### src/hw/rtl/ffa_pkg.sv
// ----------------------------------------------------------------------------
// ffa_pkg
// Shared types and constants for the first-fit heap allocator.
// ----------------------------------------------------------------------------
`default_nettype none

package ffa_pkg;

    // Heap geometry
    localparam int HEAP_WORDS = 64;
    localparam int ADDR_W     = $clog2(HEAP_WORDS);
    localparam int HDR_W      = 10;   // header word width (size in bytes, bit 0 busy)
    localparam int REQ_W      = 10;   // request_bytes width
    localparam int IDX_W      = 6;    // payload index width
    localparam int NEED_W     = REQ_W + 1;   // rounded size, up to 1024
    localparam int CMP_W      = NEED_W + 1;  // room for need + MIN_SPLIT
    localparam int WORD_SHIFT = 3;
    localparam int WORD_BYTES = 8;
    localparam int MIN_SPLIT  = 16;
    localparam int ROUND_ADD  = WORD_BYTES - 1;

    // Walk position: current header plus the largest hop a header allows
    localparam int POS_W = $clog2(HEAP_WORDS + (1 << (HDR_W - WORD_SHIFT))) + 1;

    // Header of word 0 after reset: the whole heap, free
    localparam logic [HDR_W-1:0] HEAP_RESET_HDR = HDR_W'(HEAP_WORDS * WORD_BYTES - WORD_BYTES);

    typedef enum logic {
        OP_ALLOC = 1'b0,
        OP_FREE  = 1'b1
    } op_t;

    typedef enum logic [1:0] {
        ST_ALLOCATED = 2'd0,
        ST_NO_MEMORY = 2'd1,
        ST_FREED     = 2'd2,
        ST_IGNORED   = 2'd3
    } status_t;

    typedef struct packed {
        op_t              op;
        logic [REQ_W-1:0] request_bytes;
        logic [IDX_W-1:0] release_index;
    } req_t;

    typedef struct packed {
        status_t          status;
        logic [IDX_W-1:0] payload_index;
    } rsp_t;

endpackage

`default_nettype wire

### src/hw/rtl/first_fit_heap_allocator.sv
// ----------------------------------------------------------------------------
// first_fit_heap_allocator
// First-fit allocator over an implicit list of headers in a 64-word heap.
// ----------------------------------------------------------------------------
// The heap is HEAP_WORDS words of 8 bytes; each block is a header word (size
// in bytes, bit 0 busy) followed by its payload. An allocate request walks the
// header list from word 0 and takes the first free block that holds the size
// rounded up to 8 bytes, splitting it when 16 or more bytes would be left.
// A free request clears the busy bit of the header in front of the given
// payload word. Only headers are stored, in a single-port-write,
// registered-read header memory; the walk reads one header per cycle.
// A free of word 0 is ignored. One request is in flight at a time;
// req_ready is high only while the sequencer idles. The result sits in an
// output register, so a new request can be taken while the previous result
// waits for rsp_ready. No clearing pass is needed after reset: per-word
// valid bits make unwritten headers read as their reset value.
// ----------------------------------------------------------------------------
`default_nettype none

module first_fit_heap_allocator
    import ffa_pkg::*;
(
    input  wire logic clk,
    input  wire logic rst_n,

    input  wire logic req_valid,
    output logic      req_ready,
    input  wire req_t req,

    output logic      rsp_valid,
    input  wire logic rsp_ready,
    output rsp_t      rsp
);

    // Sequencer states, one-hot
    typedef enum logic [5:0] {
        S_IDLE      = 6'b000001,
        S_READ      = 6'b000010,  // first header read issued
        S_ALLOC_CHK = 6'b000100,  // header data back, one header per cycle
        S_FREE_CHK  = 6'b001000,
        S_SPLIT     = 6'b010000,  // write the trailing free header
        S_DONE      = 6'b100000   // hand result to the output register
    } state_t;

    state_t state_reg, state_next;

    op_t              op_reg, op_next;
    logic [POS_W-1:0] pos_reg, pos_next;
    logic [NEED_W-1:0] need_reg, need_next;
    logic [ADDR_W-1:0] rest_pos_reg, rest_pos_next;
    logic [HDR_W-1:0] rest_hdr_reg, rest_hdr_next;
    rsp_t             result_reg, result_next;
    rsp_t             rsp_reg, rsp_next;
    logic             rsp_valid_reg, rsp_valid_next;

    // Header memory with per-word valid bits
    logic [HDR_W-1:0]      hdr_mem [HEAP_WORDS];
    logic [HEAP_WORDS-1:0] valid_reg;
    logic [HDR_W-1:0]      rd_data_reg;
    logic                  rd_valid_reg;
    logic [ADDR_W-1:0]     rd_addr_reg;

    logic [ADDR_W-1:0] rd_addr;
    logic              wr_en;
    logic [ADDR_W-1:0] wr_addr;
    logic [HDR_W-1:0]  wr_data;

    // Datapath around the header just read
    logic [HDR_W-1:0]  hdr;
    logic [HDR_W-1:0]  size;
    logic [CMP_W-1:0]  need_ext;
    logic [CMP_W-1:0]  size_ext;
    logic              fits;
    logic              split;
    logic [POS_W-1:0]  pos_plus1;
    logic [POS_W-1:0]  next_pos;
    logic [POS_W-1:0]  rest_pos_full;
    logic [HDR_W-1:0]  rest_hdr;
    logic [NEED_W-1:0] round_sum;
    logic              rsp_free;

    assign hdr = rd_valid_reg ? rd_data_reg
               : ((rd_addr_reg == '0) ? HEAP_RESET_HDR : '0);
    assign size     = {hdr[HDR_W-1:1], 1'b0};
    assign need_ext = CMP_W'(need_reg);
    assign size_ext = CMP_W'(size);
    assign pos_plus1 = pos_reg + POS_W'(1);

    // Free, large enough, and payload word still inside the heap
    assign fits  = !hdr[0] && (need_ext <= size_ext)
                && (pos_plus1 < POS_W'(HEAP_WORDS));
    assign split = size_ext >= (need_ext + CMP_W'(MIN_SPLIT));

    assign next_pos      = pos_plus1 + POS_W'(size >> WORD_SHIFT);
    assign rest_pos_full = pos_plus1 + POS_W'(need_reg >> WORD_SHIFT);
    assign rest_hdr      = HDR_W'(size_ext - need_ext - CMP_W'(WORD_BYTES));

    assign round_sum = NEED_W'(req.request_bytes) + NEED_W'(ROUND_ADD);

    // Output slot can take a new result this cycle
    assign rsp_free = !rsp_valid_reg || rsp_ready;

    // While walking, the next header is fetched straight from the hop adder
    assign rd_addr = (state_reg == S_ALLOC_CHK) ? next_pos[ADDR_W-1:0]
                                                : pos_reg[ADDR_W-1:0];

    always_comb
    begin
        state_next     = state_reg;
        op_next        = op_reg;
        pos_next       = pos_reg;
        need_next      = need_reg;
        rest_pos_next  = rest_pos_reg;
        rest_hdr_next  = rest_hdr_reg;
        result_next    = result_reg;
        rsp_next       = rsp_reg;
        rsp_valid_next = rsp_valid_reg && !rsp_ready;
        wr_en          = 1'b0;
        wr_addr        = pos_reg[ADDR_W-1:0];
        wr_data        = '0;

        unique case (state_reg)
            S_IDLE:
            begin
                if (req_valid)
                begin
                    op_next = req.op;
                    if (req.op == OP_ALLOC)
                    begin
                        need_next  = {round_sum[NEED_W-1:WORD_SHIFT], {WORD_SHIFT{1'b0}}};
                        pos_next   = '0;
                        state_next = S_READ;
                    end
                    else if ((req.release_index == '0)
                          || (POS_W'(req.release_index) >= POS_W'(HEAP_WORDS)))
                    begin
                        // no header in front of this word
                        result_next = '{status: ST_IGNORED, payload_index: '0};
                        state_next  = S_DONE;
                    end
                    else
                    begin
                        pos_next   = POS_W'(req.release_index) - POS_W'(1);
                        state_next = S_READ;
                    end
                end
            end

            S_READ:
            begin
                state_next = (op_reg == OP_ALLOC) ? S_ALLOC_CHK : S_FREE_CHK;
            end

            S_ALLOC_CHK:
            begin
                if (fits)
                begin
                    wr_en       = 1'b1;
                    wr_addr     = pos_reg[ADDR_W-1:0];
                    result_next = '{status: ST_ALLOCATED,
                                    payload_index: IDX_W'(pos_plus1)};
                    if (split)
                    begin
                        wr_data       = HDR_W'(need_reg) + HDR_W'(1);
                        rest_pos_next = rest_pos_full[ADDR_W-1:0];
                        rest_hdr_next = rest_hdr;
                        // split header beyond the heap end is dropped
                        state_next    = (rest_pos_full < POS_W'(HEAP_WORDS)) ? S_SPLIT
                                                                             : S_DONE;
                    end
                    else
                    begin
                        wr_data    = hdr + HDR_W'(1);
                        state_next = S_DONE;
                    end
                end
                else if (next_pos < POS_W'(HEAP_WORDS))
                begin
                    pos_next = next_pos;
                end
                else
                begin
                    result_next = '{status: ST_NO_MEMORY, payload_index: '0};
                    state_next  = S_DONE;
                end
            end

            S_FREE_CHK:
            begin
                if (hdr[0])
                begin
                    wr_en       = 1'b1;
                    wr_addr     = pos_reg[ADDR_W-1:0];
                    wr_data     = hdr - HDR_W'(1);
                    result_next = '{status: ST_FREED, payload_index: '0};
                end
                else
                begin
                    result_next = '{status: ST_IGNORED, payload_index: '0};
                end
                state_next = S_DONE;
            end

            S_SPLIT:
            begin
                wr_en      = 1'b1;
                wr_addr    = rest_pos_reg;
                wr_data    = rest_hdr_reg;
                state_next = S_DONE;
            end

            S_DONE:
            begin
                if (rsp_free)
                begin
                    rsp_next       = result_reg;
                    rsp_valid_next = 1'b1;
                    state_next     = S_IDLE;
                end
            end

            default:
            begin
                state_next = S_IDLE;
            end
        endcase
    end

    // Header memory: one write, one registered read per cycle
    always_ff @(posedge clk)
    begin
        if (wr_en)
        begin
            hdr_mem[wr_addr] <= wr_data;
        end
        rd_data_reg <= hdr_mem[rd_addr];
        rd_addr_reg <= rd_addr;
    end

    always_ff @(posedge clk or negedge rst_n)
    begin
        if (!rst_n)
        begin
            valid_reg    <= '0;
            rd_valid_reg <= 1'b0;
        end
        else
        begin
            rd_valid_reg <= valid_reg[rd_addr];
            if (wr_en)
            begin
                valid_reg[wr_addr] <= 1'b1;
            end
        end
    end

    // Control state
    always_ff @(posedge clk or negedge rst_n)
    begin
        if (!rst_n)
        begin
            state_reg     <= S_IDLE;
            rsp_valid_reg <= 1'b0;
        end
        else
        begin
            state_reg     <= state_next;
            rsp_valid_reg <= rsp_valid_next;
        end
    end

    // Payload registers
    always_ff @(posedge clk)
    begin
        op_reg       <= op_next;
        pos_reg      <= pos_next;
        need_reg     <= need_next;
        rest_pos_reg <= rest_pos_next;
        rest_hdr_reg <= rest_hdr_next;
        result_reg   <= result_next;
        rsp_reg      <= rsp_next;
    end

    assign req_ready = (state_reg == S_IDLE);
    assign rsp_valid = rsp_valid_reg;
    assign rsp       = rsp_reg;

endmodule

`default_nettype wire
### config.mk
export PLATFORM = sky130hd
export DESIGN_NAME = first_fit_heap_allocator
export DESIGN_NICKNAME = d
export VERILOG_FILES = /design/src/hw/rtl/ffa_pkg.sv /design/src/hw/rtl/first_fit_heap_allocator.sv
export SDC_FILE = /design/constraint.sdc
export NUM_CORES = 1
export LEC_CHECK = 0
export BUFFER_PORTS_ARGS = -buffer_cell sky130_fd_sc_hd__buf_2
export CORE_MARGIN = 10
export CORE_UTILIZATION = 57
export CTS_CLUSTER_DIAMETER = 100
export DETAILED_ROUTE_END_ITERATION = 7
export HOLD_SLACK_MARGIN = 0.05
export PLACE_DENSITY = 0.76
export SYNTH_ARGS = -nofsm -noshare
export SYNTH_HDL_FRONTEND = slang
export SYNTH_SLANG_ARGS = --single-unit
### constraint.sdc
create_clock -name clk -period 7.75 [get_ports clk]
set_input_delay 1.1625 -clock clk [delete_from_list [all_inputs] [get_ports clk]]
set_output_delay 1.1625 -clock clk [all_outputs]
set_load 0.01 [all_outputs]
==> impl_results.md <==
- Area grow syn2layout: 11.0%
- Placed insts: 3079
- Placement Setup Slack: 1520 ps
- Final min period: roughly 6400 ps
- Worst-path clk slew: approximately 60 ps
- Largest net degree at the start of global routing: 120
- Period utilisation layout: between 80 and 90%
- H-tree depth: 3
- Routed Wire Length: between 90 and 100 mm
- Clock Path Buffers: 3
- Sink Count: roughly 800
- Residual DRC: 0
- Initial core utilization: 57.8%
- Relative slew margins: around an eighth
- Sequential element share of the synthesized area: a little over two thirds
- Total CTS buffers: between 70 and 80
- Cell taking the most area after synthesis: edfxtp_1
- EDFF count, synth: roughly 700
- Synth cell types: 82
- Fmax: 155 MHz
- Post-synthesis register bit count: between 700 and 800
- Fraction of the mapped netlist area in simple logic gates: about a tenth
- DR pass1 iterations: 7
- Die Width: 260 um
- DRT iter0 DRCs: ~3100
- Max_cap viols: 0
- Max reg flops: 640
- Util after Layout: 64.1%
- First-pass GRT wire length: around 140 mm
- FP Rows: between 80 and 90
- Layout cell share with drive strength beyond 1: roughly a tenth
- ANT cells: 0
- Crit-path max FO: 52
- GR Util All Layers: about a quarter
- Core area: 56700 um^2
- Setup repair bufs after CTS: 0
- Die footprint: 67500 um^2
- Initial antenna violation count: 2
- Final nets: approximately 2500
- Fraction of registers with async set/reset: under 10%
- Critical Path Start Type: register
- TritonCTS clock tree: built
- Critical path class: register to register
- I/O Buffers: 30
- Hold Buf Count CTS: 0
- Fin Setup TNS: 0 ps
- Xor and xnor area share after synthesis: between 1 and 1.5%
- Worst vdd ir: roughly 0.19 mV
- Slowest cell on the critical path: nor2_1
- Antenna Nets Post-Route: 0
- Most used cell, CP: buf_4
- Vias/cell: around 6.8
- Syn avg cell area: between 10 and 15 um^2
- LEAKAGE: 11.9 nW
- Cells after Synth: around 2400
- Via count: between 20000 and 25000
- I/O pin count: 31
- Net Count, Synth: ~2500
- Worst Tran Pin Value: around 1300 ps
- Final hold violation count: 0
- Mux cell area share after synthesis: under 10%
- Critical Path RT: between 8000 and 9000 ps
- Main area contributors after synthesis: edfxtp_1, dfrtp_1, nand2_1
- Die height: between 200 and 300 um
- Root Driver: clkbuf_16
- PwrDens: roughly 320 nW/um^2
- Final Max Slew Viols: 0
- Largest stage delay, worst path: 710 ps
- Clk Latency, worst-skew pair: around 630 ps
- Yosys top cell area share: roughly 63%
- Largest family of logic cells by synthesized area: compound AO/OA/AOI/OAI gates
- Grt ovf: 0
- Syn Std Cell Area: ~33000 um^2
- Post-synth top flop: edfxtp_1
- Total power: about 12 mW
- HPWL after detailed placement: around 55 mm
- RSZ-0062 raised after global routing: no
- CP Cell Sequence: or4_1 -> nor4_2 -> a21oi_1 -> inv_1 -> ha_1 -> nand3_1 -> buf_4 -> and2_4 -> inv_2 -> buf_4 -> nor2_1 -> a221oi_1 -> a211o_1 -> a22oi_1 -> o221ai_1
- Final WS setup: between 1000 and 1500 ps
- Post-Layout Cell Count: roughly 3200
- Min-Delay Path Class: primary input to async pin
- Final Skew: 24.2 ps
- Compound-Gate Fraction of Synth Area: around an eighth
- Vias in the first global route: roughly 21000
- Final Setup Violations: 0
- Adder-cell area share of the yosys netlist: about 2.1%
- CTS resizes: 0
- Routability cong.: between 0.9 and 1
- Outcome: complete, no violations
- WP data arrival: a little under 7000 ps
- Worst Setup End Kind: register
- Synthesis warning total: 0
- Avg WL per Cell: around 28 um
## final timing paths
| check | from | end | slack (ps) | cells past startpoint |
|---|---|---|---|---|
| setup / recovery | rd_addr_reg[3] | rd_data_reg[2] | 1320 | 15 |
| hold / removal | rst_n | state_reg[2] | 350 | 1 |
| setup reg to reg | rd_addr_reg[3] | rd_data_reg[2] | 1320 | 15 |
| hold reg to reg | result_reg[3] | rsp[3] | 430 | 0 |
| max in group asynchronous | rst_n | valid_reg[42] | 6260 | 2 |
| min in group clk | result_reg[3] | rsp[3] | 430 | 0 |
## power by group
part / leakage, nW / switching [mW] / internal (mW)
clock network: 1.30 / 1.59 / 2.35
registers: 6.23 / 0.140 / 4.70
logic: 4.38 / 2.03 / 0.970
## cell usage after synthesis (18+ instances only)
library cell / n
a211oi_1: 20
ha_1: 47
clkbuf_1: 89
edfxtp_1: 689
o221ai_1: 24
nor4_1: 24
xnor2_1: 30
nor2_1: 107
xor2_1: 18
a31oi_1: 34
and3_1: 27
o21bai_1: 68
inv_1: 39
buf_2: 38
nand3_1: 58
a32oi_1: 89
o22ai_1: 40
a32o_1: 47
a21oi_1: 74
mux2i_1: 78
o21ai_0: 63
nand2_1: 398
dfrtp_1: 71
## critical path: cells and delay by family, from the launching register on
family                   cells  cell delay, ps
AND/OR/NAND/NOR              5            2470
adder cells (fa/ha/maj)      1             280
AO/OA/AOI/OAI                5            1520
buffers and inverters        4            1580
flip-flops                   1             300
## metrics by stage
step,cell area (um^2),hold slack [ps]
after global placement,33700,404
after global routing,36400,346
after detailed placement,33700,412
after CTS,36400,335
final,36400,349
after floorplan,32800,400
## cells by family (layout without fill, tap and decap cells)
| family | Yosys count | in the layout |
|---|---|---|
| flops | 777 | 777 |
| simple gates | 693 | 693 |
| compound gates | 556 | 556 |
| buf+inv | 189 | 260 |
| mux | 83 | 83 |
| fa+ha+maj | 52 | 52 |
| xor+xnor | 48 | 48 |
## metal layers
layer	track usage, %	vias to the layer above	wire length (um)
li1	-	9250	-
met1	35.8	10700	33800
met2	40.9	1570	41500
met3	6.12	252	11600
met4	11.8	0	3820
met5	0	-	0
## area by class of cell
cell class / count / area (um^2)
Clock inverter: 42 / 526
Fill cell: 3967 / 20300
Timing Repair Buffer: 70 / 490
Tap cell: 756 / 946
Inverter: 44 / 170
Sequential cell: 777 / 22800
Multi-Input combinational cell: 1432 / 9290
Clock buffer: 104 / 2140
## cells in the final DEF, fill, tap and decap left out, drive strengths merged, types with 14 or more instances in the layout
| cell type | n |
|---|---|
| a211oi | 20 |
| a21oi | 75 |
| a221oi | 15 |
| a22oi | 15 |
| a31oi | 34 |
| a32o | 47 |
| a32oi | 89 |
| and3 | 27 |
| buf | 70 |
| clkbuf | 104 |
| clkinv | 25 |
| dfrtp | 71 |
| dfxtp | 16 |
| edfxtp | 689 |
| ha | 47 |
| inv | 46 |
| mux2i | 78 |
| nand2 | 402 |
| nand3 | 58 |
| nor2 | 109 |
| nor3 | 14 |
| nor4 | 25 |
| o21ai | 66 |
| o21bai | 68 |
| o221ai | 24 |
| o22ai | 40 |
| xnor2 | 30 |
| xor2 | 18 |
Power figures use the tool's default switching activity.
